==> src/hw/rtl/owbm_pkg.sv <==
// Shared types, codes and constants of the 1-Wire bus master.
`timescale 1ns / 1ps

package owbm_pkg;

  // Bits in one byte command
  localparam int unsigned BITS_PER_BYTE = 8;

  // Configuration port geometry
  localparam int unsigned NUM_REGS   = 8;
  localparam int unsigned ADDR_W     = 5;
  localparam int unsigned DATA_W     = 32;
  localparam int unsigned IDX_W      = 3;

  // Register indexes
  typedef enum logic [IDX_W-1:0] {
    REG_RESET_LOW     = 3'd0,
    REG_PRESENCE_WAIT = 3'd1,
    REG_RESET_RECOVER = 3'd2,
    REG_WRITE_LOW     = 3'd3,
    REG_WRITE_HOLD    = 3'd4,
    REG_READ_LOW      = 3'd5,
    REG_READ_WAIT     = 3'd6,
    REG_READ_HOLD     = 3'd7
  } reg_idx_e;

  // Command codes carried in the mode field
  typedef enum logic [2:0] {
    MODE_RESET      = 3'd0,
    MODE_WRITE_BYTE = 3'd1,
    MODE_READ_BYTE  = 3'd2,
    MODE_WRITE_BIT  = 3'd3,
    MODE_READ_BIT   = 3'd4
  } mode_e;

  // Sequencer phases, one-hot
  typedef enum logic [8:0] {
    PH_IDLE     = 9'b000000001,
    PH_RST_LOW  = 9'b000000010,
    PH_RST_WAIT = 9'b000000100,
    PH_RST_REC  = 9'b000001000,
    PH_WR_LOW   = 9'b000010000,
    PH_WR_HOLD  = 9'b000100000,
    PH_RD_LOW   = 9'b001000000,
    PH_RD_WAIT  = 9'b010000000,
    PH_RD_HOLD  = 9'b100000000
  } phase_e;

  // Input beat: one timebase tick
  typedef struct packed {
    logic       start_req;
    logic [2:0] mode;
    logic [7:0] tx_byte;
    logic       bus_level;
  } in_item_t;

  // Result beat: one tick of line control and status
  typedef struct packed {
    logic       drive_low;
    logic       busy_res;
    logic       done_res;
    logic [7:0] rx_byte;
    logic       presence_level;
  } out_item_t;

  // Classified tick handed from front to back
  typedef struct packed {
    logic       go;
    mode_e      mode;
    logic [7:0] tx_byte;
    logic       bus_level;
  } tick_item_t;

  // Queue handshake between front and back
  typedef struct packed {
    logic valid;
  } tq_status_t;

  // Slot timing registers
  typedef struct packed {
    logic [9:0] reset_low;
    logic [7:0] presence_wait;
    logic [9:0] reset_recover;
    logic [5:0] write_low;
    logic [7:0] write_hold;
    logic [5:0] read_low;
    logic [5:0] read_wait;
    logic [7:0] read_hold;
  } cfg_t;

endpackage

==> src/hw/rtl/owbm_front.sv <==
// Front end: accepts tick beats, decodes the command and queues them.
`timescale 1ns / 1ps

module owbm_front (
  input  logic                  clk_i,
  input  logic                  rst_ni,
  input  logic                  push,
  output logic                  full,
  input  owbm_pkg::in_item_t    in_data_i,
  output owbm_pkg::tq_status_t  tq_status_o,
  output owbm_pkg::tick_item_t  tq_item_o,
  input  logic                  tq_pop_i
);
  import owbm_pkg::*;

  tick_item_t mem_q [2];
  logic       wr_ptr_q, wr_ptr_d;
  logic       rd_ptr_q, rd_ptr_d;
  logic [1:0] cnt_q, cnt_d;
  logic       do_push, do_pop;
  tick_item_t cls;

  // Decode: only modes with a meaning can start a command
  always_comb begin
    cls.go        = in_data_i.start_req && (in_data_i.mode <= MODE_READ_BIT);
    cls.mode      = mode_e'(in_data_i.mode);
    cls.tx_byte   = in_data_i.tx_byte;
    cls.bus_level = in_data_i.bus_level;
  end

  assign full    = (cnt_q == 2'd2);
  assign do_push = push && !full;
  assign do_pop  = tq_pop_i && (cnt_q != 2'd0);

  // Queue pointers and fill count
  always_comb begin
    wr_ptr_d = do_push ? ~wr_ptr_q : wr_ptr_q;
    rd_ptr_d = do_pop ? ~rd_ptr_q : rd_ptr_q;
    cnt_d    = cnt_q + {1'b0, do_push} - {1'b0, do_pop};
  end

  always_ff @(posedge clk_i or negedge rst_ni) begin
    if (!rst_ni) begin
      wr_ptr_q <= 1'b0;
      rd_ptr_q <= 1'b0;
      cnt_q    <= 2'd0;
    end else begin
      wr_ptr_q <= wr_ptr_d;
      rd_ptr_q <= rd_ptr_d;
      cnt_q    <= cnt_d;
    end
  end

  // Entry storage
  always_ff @(posedge clk_i) begin
    if (do_push) begin
      mem_q[wr_ptr_q] <= cls;
    end
  end

  assign tq_status_o.valid = (cnt_q != 2'd0);
  assign tq_item_o         = mem_q[rd_ptr_q];

endmodule

==> src/hw/rtl/owbm_seq.sv <==
// Back end: slot sequencer, one tick per beat, with a two-entry result queue.
`timescale 1ns / 1ps

module owbm_seq (
  input  logic                  clk_i,
  input  logic                  rst_ni,
  input  owbm_pkg::cfg_t        cfg_i,
  input  owbm_pkg::tq_status_t  tq_status_i,
  input  owbm_pkg::tick_item_t  tq_item_i,
  output logic                  tq_pop_o,
  output logic                  empty,
  input  logic                  pop,
  output owbm_pkg::out_item_t   out_data_o
);
  import owbm_pkg::*;

  phase_e     phase_q, phase_d;
  logic [9:0] tick_q, tick_d;
  logic [2:0] bit_q, bit_d;
  logic [7:0] tx_q, tx_d;
  logic [7:0] rx_q, rx_d;
  logic       pres_q, pres_d;
  logic       byte_q, byte_d;
  logic       read_q, read_d;

  out_item_t  oq_q [2];
  logic       owr_q, ord_q;
  logic [1:0] ocnt_q;
  logic       step, opop;
  out_item_t  res;

  // Effective values for this tick, after a possible start
  phase_e     ph;
  logic [9:0] tk;
  logic [2:0] bi;
  logic [7:0] tx;
  logic [7:0] rx;
  logic       is_byte, is_read;
  logic [9:0] len_m1;
  logic       last;
  logic       start;

  // Phase length minus one; a zero register counts as one tick
  function automatic logic [9:0] len_minus1(phase_e p, cfg_t c);
    logic [9:0] v;
    unique case (p)
      PH_RST_LOW:  v = c.reset_low;
      PH_RST_WAIT: v = {2'b00, c.presence_wait};
      PH_RST_REC:  v = c.reset_recover;
      PH_WR_LOW:   v = {4'b0000, c.write_low};
      PH_WR_HOLD:  v = {2'b00, c.write_hold};
      PH_RD_LOW:   v = {4'b0000, c.read_low};
      PH_RD_WAIT:  v = {4'b0000, c.read_wait};
      PH_RD_HOLD:  v = {2'b00, c.read_hold};
      default:     v = 10'd1;
    endcase
    return (v == 10'd0) ? 10'd0 : v - 10'd1;
  endfunction

  // Advance when a tick is queued and the result queue has room
  assign opop     = pop && !empty;
  assign step     = tq_status_i.valid && ((ocnt_q != 2'd2) || opop);
  assign tq_pop_o = step;
  assign start    = (phase_q == PH_IDLE) && tq_item_i.go;

  // Command start overrides the idle state for this tick
  always_comb begin
    if (start) begin
      tk      = 10'd0;
      bi      = 3'd0;
      tx      = tq_item_i.tx_byte;
      rx      = 8'd0;
      is_byte = (tq_item_i.mode == MODE_WRITE_BYTE) || (tq_item_i.mode == MODE_READ_BYTE);
      is_read = (tq_item_i.mode == MODE_READ_BYTE) || (tq_item_i.mode == MODE_READ_BIT);
      if (tq_item_i.mode == MODE_RESET) begin
        ph = PH_RST_LOW;
      end else if (is_read) begin
        ph = PH_RD_LOW;
      end else begin
        ph = PH_WR_LOW;
      end
    end else begin
      ph      = phase_q;
      tk      = tick_q;
      bi      = bit_q;
      tx      = tx_q;
      rx      = rx_q;
      is_byte = byte_q;
      is_read = read_q;
    end
  end

  // One tick of the slot engine
  always_comb begin
    len_m1  = len_minus1(ph, cfg_i);
    last    = (tk >= len_m1);
    phase_d = ph;
    tick_d  = tk;
    bit_d   = bi;
    tx_d    = tx;
    rx_d    = rx;
    pres_d  = pres_q;
    byte_d  = is_byte;
    read_d  = is_read;
    res     = '0;
    if (ph != PH_IDLE) begin
      res.busy_res = 1'b1;
      priority case (1'b1)
        (ph == PH_RST_LOW) || (ph == PH_WR_LOW) || (ph == PH_RD_LOW):
          res.drive_low = 1'b1;
        (ph == PH_WR_HOLD):
          res.drive_low = ~tx[0];
        default:
          res.drive_low = 1'b0;
      endcase
      if (last && (ph == PH_RST_WAIT)) begin
        pres_d = tq_item_i.bus_level;
      end
      if (last && (ph == PH_RD_WAIT) && tq_item_i.bus_level) begin
        rx_d[bi] = 1'b1;
      end
      if (!last) begin
        tick_d = tk + 10'd1;
      end else begin
        tick_d = 10'd0;
        unique case (ph)
          PH_RST_LOW:  phase_d = PH_RST_WAIT;
          PH_RST_WAIT: phase_d = PH_RST_REC;
          PH_WR_LOW:   phase_d = PH_WR_HOLD;
          PH_RD_LOW:   phase_d = PH_RD_WAIT;
          PH_RD_WAIT:  phase_d = PH_RD_HOLD;
          default: begin
            // end of a reset or of a bit slot
            if (is_byte && (({1'b0, bi} + 4'd1) < 4'(BITS_PER_BYTE))) begin
              bit_d   = bi + 3'd1;
              tx_d    = {1'b0, tx[7:1]};
              phase_d = is_read ? PH_RD_LOW : PH_WR_LOW;
            end else begin
              res.done_res = 1'b1;
              res.rx_byte  = is_read ? rx_d : 8'd0;
              phase_d      = PH_IDLE;
            end
          end
        endcase
      end
    end
    res.presence_level = pres_d;
  end

  always_ff @(posedge clk_i or negedge rst_ni) begin
    if (!rst_ni) begin
      phase_q <= PH_IDLE;
      tick_q  <= 10'd0;
      bit_q   <= 3'd0;
      tx_q    <= 8'd0;
      rx_q    <= 8'd0;
      pres_q  <= 1'b1;
      byte_q  <= 1'b0;
      read_q  <= 1'b0;
    end else if (step) begin
      phase_q <= phase_d;
      tick_q  <= tick_d;
      bit_q   <= bit_d;
      tx_q    <= tx_d;
      rx_q    <= rx_d;
      pres_q  <= pres_d;
      byte_q  <= byte_d;
      read_q  <= read_d;
    end
  end

  // Result queue control
  always_ff @(posedge clk_i or negedge rst_ni) begin
    if (!rst_ni) begin
      owr_q  <= 1'b0;
      ord_q  <= 1'b0;
      ocnt_q <= 2'd0;
    end else begin
      if (step) begin
        owr_q <= ~owr_q;
      end
      if (opop) begin
        ord_q <= ~ord_q;
      end
      ocnt_q <= ocnt_q + {1'b0, step} - {1'b0, opop};
    end
  end

  always_ff @(posedge clk_i) begin
    if (step) begin
      oq_q[owr_q] <= res;
    end
  end

  assign empty      = (ocnt_q == 2'd0);
  assign out_data_o = oq_q[ord_q];

endmodule

==> src/hw/rtl/one_wire_bus_master.sv <==
// Top level of the 1-Wire bus master: register file and front/back wiring.
//
//  channel   direction  handshake           beat
//  ticks     in         push / full         in_data_i  (owbm_pkg::in_item_t)
//  results   out        empty / pop         out_data_o (owbm_pkg::out_item_t)
//  config    in         psel/penable/pwrite 32-bit APB, reg i at 4*i
//
// One tick beat is taken per cycle while full is low and yields one result beat; the slot
// counter in the sequencer advances once per beat, which sets the rate.
// An accepted beat is registered in the tick queue and then in the result queue.
// Reset clears the queues, puts the sequencer in idle and loads the
// register defaults. A stalled result side fills the two-entry result
// queue and then the two-entry tick queue before full rises.
`timescale 1ns / 1ps

module one_wire_bus_master (
  input  logic                         clk_i,
  input  logic                         rst_ni,
  input  logic                         push,
  output logic                         full,
  input  owbm_pkg::in_item_t           in_data_i,
  output logic                         empty,
  input  logic                         pop,
  output owbm_pkg::out_item_t          out_data_o,
  input  logic                         psel,
  input  logic                         penable,
  input  logic                         pwrite,
  input  logic [owbm_pkg::ADDR_W-1:0]  paddr,
  input  logic [owbm_pkg::DATA_W-1:0]  pwdata,
  output logic [owbm_pkg::DATA_W-1:0]  prdata,
  output logic                         pready
);
  import owbm_pkg::*;

  cfg_t       cfg_q;
  logic       wr_en;
  reg_idx_e   idx;
  tq_status_t tq_status;
  tick_item_t tq_item;
  logic       tq_pop;

  assign pready = 1'b1;
  assign wr_en  = psel && penable && pwrite && pready;
  assign idx    = reg_idx_e'(paddr[ADDR_W-1:2]);

  // Register writes
  always_ff @(posedge clk_i or negedge rst_ni) begin
    if (!rst_ni) begin
      cfg_q.reset_low     <= 10'd500;
      cfg_q.presence_wait <= 8'd70;
      cfg_q.reset_recover <= 10'd500;
      cfg_q.write_low     <= 6'd10;
      cfg_q.write_hold    <= 8'd50;
      cfg_q.read_low      <= 6'd5;
      cfg_q.read_wait     <= 6'd5;
      cfg_q.read_hold     <= 8'd50;
    end else if (wr_en) begin
      unique case (idx)
        REG_RESET_LOW:     cfg_q.reset_low     <= pwdata[9:0];
        REG_PRESENCE_WAIT: cfg_q.presence_wait <= pwdata[7:0];
        REG_RESET_RECOVER: cfg_q.reset_recover <= pwdata[9:0];
        REG_WRITE_LOW:     cfg_q.write_low     <= pwdata[5:0];
        REG_WRITE_HOLD:    cfg_q.write_hold    <= pwdata[7:0];
        REG_READ_LOW:      cfg_q.read_low      <= pwdata[5:0];
        REG_READ_WAIT:     cfg_q.read_wait     <= pwdata[5:0];
        REG_READ_HOLD:     cfg_q.read_hold     <= pwdata[7:0];
        default: ;
      endcase
    end
  end

  // Register reads
  always_comb begin
    unique case (idx)
      REG_RESET_LOW:     prdata = {22'd0, cfg_q.reset_low};
      REG_PRESENCE_WAIT: prdata = {24'd0, cfg_q.presence_wait};
      REG_RESET_RECOVER: prdata = {22'd0, cfg_q.reset_recover};
      REG_WRITE_LOW:     prdata = {26'd0, cfg_q.write_low};
      REG_WRITE_HOLD:    prdata = {24'd0, cfg_q.write_hold};
      REG_READ_LOW:      prdata = {26'd0, cfg_q.read_low};
      REG_READ_WAIT:     prdata = {26'd0, cfg_q.read_wait};
      REG_READ_HOLD:     prdata = {24'd0, cfg_q.read_hold};
      default:           prdata = '0;
    endcase
  end

  owbm_front u_front (
    .clk_i       (clk_i),
    .rst_ni      (rst_ni),
    .push        (push),
    .full        (full),
    .in_data_i   (in_data_i),
    .tq_status_o (tq_status),
    .tq_item_o   (tq_item),
    .tq_pop_i    (tq_pop)
  );

  owbm_seq u_seq (
    .clk_i       (clk_i),
    .rst_ni      (rst_ni),
    .cfg_i       (cfg_q),
    .tq_status_i (tq_status),
    .tq_item_i   (tq_item),
    .tq_pop_o    (tq_pop),
    .empty       (empty),
    .pop         (pop),
    .out_data_o  (out_data_o)
  );

endmodule

==> config.mk <==
export PLATFORM = sky130hd
export DESIGN_NAME = one_wire_bus_master
export DESIGN_NICKNAME = d
export VERILOG_FILES = /design/src/hw/rtl/owbm_pkg.sv /design/src/hw/rtl/owbm_front.sv /design/src/hw/rtl/owbm_seq.sv /design/src/hw/rtl/one_wire_bus_master.sv
export SDC_FILE = /design/constraint.sdc
export NUM_CORES = 1
export LEC_CHECK = 0
export BUFFER_PORTS_ARGS = -buffer_cell sky130_fd_sc_hd__buf_4
export CAP_MARGIN = 20
export CORE_ASPECT_RATIO = 1.25
export CORE_MARGIN = 2
export CORE_UTILIZATION = 50
export CTS_BUF_LIST = sky130_fd_sc_hd__clkbuf_4 sky130_fd_sc_hd__clkbuf_8
export DETAILED_ROUTE_END_ITERATION = 16
export HOLD_SLACK_MARGIN = 0.05
export PLACE_DENSITY_LB_ADDON = 0.2
export SETUP_SLACK_MARGIN = 0.3
export SLEW_MARGIN = 25
export SYNTH_ARGS = -nofsm -noshare
export SYNTH_HDL_FRONTEND = slang
export SYNTH_SLANG_ARGS = --single-unit
==> constraint.sdc <==
create_clock -name clk_i -period 14.05 [get_ports clk_i]
set_input_delay 0.7025 -clock clk_i [delete_from_list [all_inputs] [get_ports clk_i]]
set_output_delay 0.7025 -clock clk_i [all_outputs]
set_load 0.02 [all_outputs]
==> results.json <==
{
  "outcome": "finished clean",
  "start_kind": "flip-flop",
  "netlist_area_um2": 8980,
  "p_leak_uw": 0.00407,
  "synth_compound_area_share_pct": 14.2,
  "cts.clk_slew.worst_paths_ps": 90,
  "setup_viol": 0,
  "synth_edf_count": 50,
  "crit_path_end_kind": "flip-flop",
  "period_needed_ps": 7060,
  "core-area_um2": 17500,
  "num-nets-final": 932,
  "critical_path_class": "flip-flop to flip-flop",
  "max_freq_mhz": 142,
  "clock_latency_ps": 480,
  "rows": 54,
  "cts_max_level": 4,
  "ant_nets": 0,
  "min_path_type": "input pin to asynchronous set/reset pin",
  "synth_top_family_by_area": "simple AND/OR/NAND/NOR gates",
  "finalCritPeriodShare_pct": 50.3,
  "wl_mm": 21.4,
  "grtUsageTotal_pct": 23.3,
  "syn_avg_cell_area_um2": 10.9,
  "pwr_density_cell_nw_per_um2": 235,
  "pin_count": 104,
  "fin_ws_ps": 6990,
  "area_growth_pct": 9.41,
  "worst_ir_drop_vdd_mv": 0.147,
  "ys_async_sr_fraction_pct": 68.9,
  "cts_tree": "yes",
  "place_congestion": 0.912,
  "tightest_slew_ps": 1040,
  "dieWidth_um": 124,
  "grt_first_pass_wirelength_mm": 34.5,
  "postCtsSetupBuffers": 0,
  "ys_ff_latch": 161,
  "cts-root-buf": "clkbuf_8",
  "critPathRequiredTime_ps": 14360,
  "hpwl_mm": 15.4,
  "via_per_inst": 6.11,
  "synth_cell_types": 75,
  "cts_hold_buf": 0,
  "finalPower_uw": 2310,
  "cts_resized": 0,
  "drive_gt1_share_pct": 26.8,
  "synth-adder-area-share_pct": 2.37,
  "yosysWarnings": 0,
  "dpl_worst_slack_ps": 7040,
  "dr.pass1.iters": 5,
  "final_area_um2": 9820,
  "syn_inst": 820,
  "start_util_pct": 51.3,
  "ys.flop_type": "dfrtp_1",
  "port_buffers": 56,
  "fp.dieArea_um2": 19000,
  "synth-simple-area-share_pct": 15.3,
  "initialDrtViolationCount": 516,
  "die_y_um": 154,
  "final_util_pct": 56.1,
  "drv_slew": 0,
  "drc": 0,
  "antenna_cells": 0,
  "ys_seq_area_share_pct": 48.1,
  "critical_path.max_fanout": 23,
  "wl_per_cell_um": 19.5,
  "vias": 6690,
  "grt-ovfl-total": 0,
  "finalSetupTns_ps": 0,
  "cts_buffer_depth": 2,
  "grt_pass1_vias": 6703,
  "cts_made_buffers": 17,
  "synthMuxAreaShare_pct": 13.8,
  "arrival_ps": 7370,
  "grt_max_degree": 77,
  "rsz0062_at_grt": "no",
  "placed_area_um2": 9470,
  "hold_viol": 0,
  "clock-sinks": 161,
  "antenna_found_initial": 0,
  "relSlewSlack_pct": 30.7,
  "synth-xor-area-share_pct": 1.37,
  "skew_ps": 11.2,
  "max-cap-violations": 0
}
metrics by stage:
| step | hold WS, ps | cells |
|---|---|---|
| after global placement | 463 | 1063 |
| after global routing | 205 | 1095 |
| after detailed placement | 475 | 1063 |
| after floorplan | 407 | 841 |
| final | 170 | 1095 |
| after CTS | 175 | 1095 |
placed cells by master (no fill, tap or decap), drive strengths merged, types with 12 or more instances in the layout:
cell    instances
a22o           13
mux2i          17
dfrtp          82
o21ai          36
and2           13
dfstp          29
a31oi          15
mux2           85
a22oi          13
nand3          19
conb           23
nand2          46
nor3           19
nor2           71
a21oi          34
inv            27
buf            62
and3           12
edfxtp         50
clkbuf         17
ha             17
cells in the mapped netlist, types with 11 or more instances:
cell,instances,share of area [%]
mux2_2,85,11
dfrtp_1,82,23
nor2_1,71,3.0
edfxtp_1,50,17
nand2_1,46,1.9
o21ai_0,36,2.0
a21oi_1,33,1.8
dfstp_2,29,8.5
clkbuf_1,26,1.1
buf_4,25,2.1
inv_1,20,0.84
nor3_1,19,1.1
nand3_1,18,1.0
ha_1,17,2.4
mux2i_1,17,1.9
a31oi_1,15,1.0
a22o_1,13,1.3
a22oi_1,13,1.1
and2_1,13,0.91
and3_1,12,0.84
a211oi_1,11,0.92
nand2b_1,11,0.77
xnor2_1,11,1.1
worst max-delay path: stages, from the launching register on:
cell and delay, ps:
dfrtp_1 860, mux2_2 340, nand4_1 710, o21ai_0 840, nor2_1 150, a22o_1 270
a221oi_1 290, ha_1 260, o41ai_1 140, a21oi_1 250, nand4_2 240, and2_1 210
ha_1 250, nand2b_1 90, a21o_1 110, a21oi_1 60, o21ai_0 130, a31oi_1 240
or2_2 490, or4_1 720, a21oi_1 240
routing by layer:
metal	vias up	GRT usage, %	share of wire, %
met5	-	0	0
met3	42	4.08	4.2
met2	183	40.0	53
met1	3355	28.5	40
li1	3110	-	-
met4	0	9.79	2.7
cells by family after synthesis:
group / Yosys count
simple gates: 256
compound gates: 179
flops: 161
mux: 107
buf+inv: 84
fa+ha+maj: 17
xor+xnor: 14
other cells: 2
final timing paths:
check | startpoint | end | slack (ps) | cells after the start
max | u_front.rd_ptr_q | u_seq.oq_q[1][1] | 6990 | 20
min | rst_ni | u_front.wr_ptr_q | 170 | 1
max reg2reg | u_front.rd_ptr_q | u_seq.oq_q[1][1] | 6990 | 20
min reg2reg | u_seq.byte_q | u_seq.byte_q | 500 | 2
max in group asynchronous | rst_ni | cfg_q[26] | 12800 | 2
min in group clk_i | in_data_i[3] | u_front.mem_q[1][3] | 400 | 1
flip-flops by register name (all words and copies together), names as in the netlist, 3 cells and up:
register       cells
u_seq.oq_q        24
u_seq.phase_q      9
cfg_q             62
u_front.mem_q     26
u_seq.tick_q      10
u_seq.tx_q         8
u_seq.rx_q         8
u_seq.bit_q        3
report_power, final:
| group | switching, uW | total [uW] | leakage, uW | internal [uW] |
|---|---|---|---|---|
| Combinational | 764 | 1240 | 0.00206 | 473 |
| Sequential | 117 | 766 | 0.00183 | 650 |
| Clock | 181 | 305 | 0.000183 | 124 |
| Total | 1060 | 2310 | 0.00407 | 1250 |
cell type report:
cell class                 instances  area [um2]
fill                            1491        7680
multi-input combinational        596        4340
sequential                       161        4320
timing repair buffer              62         469
tap                              224         280
clock buffer                      17         234
clock inverter                    15         108
inverter                          20        75.1
Power figures use the tool's default switching activity.
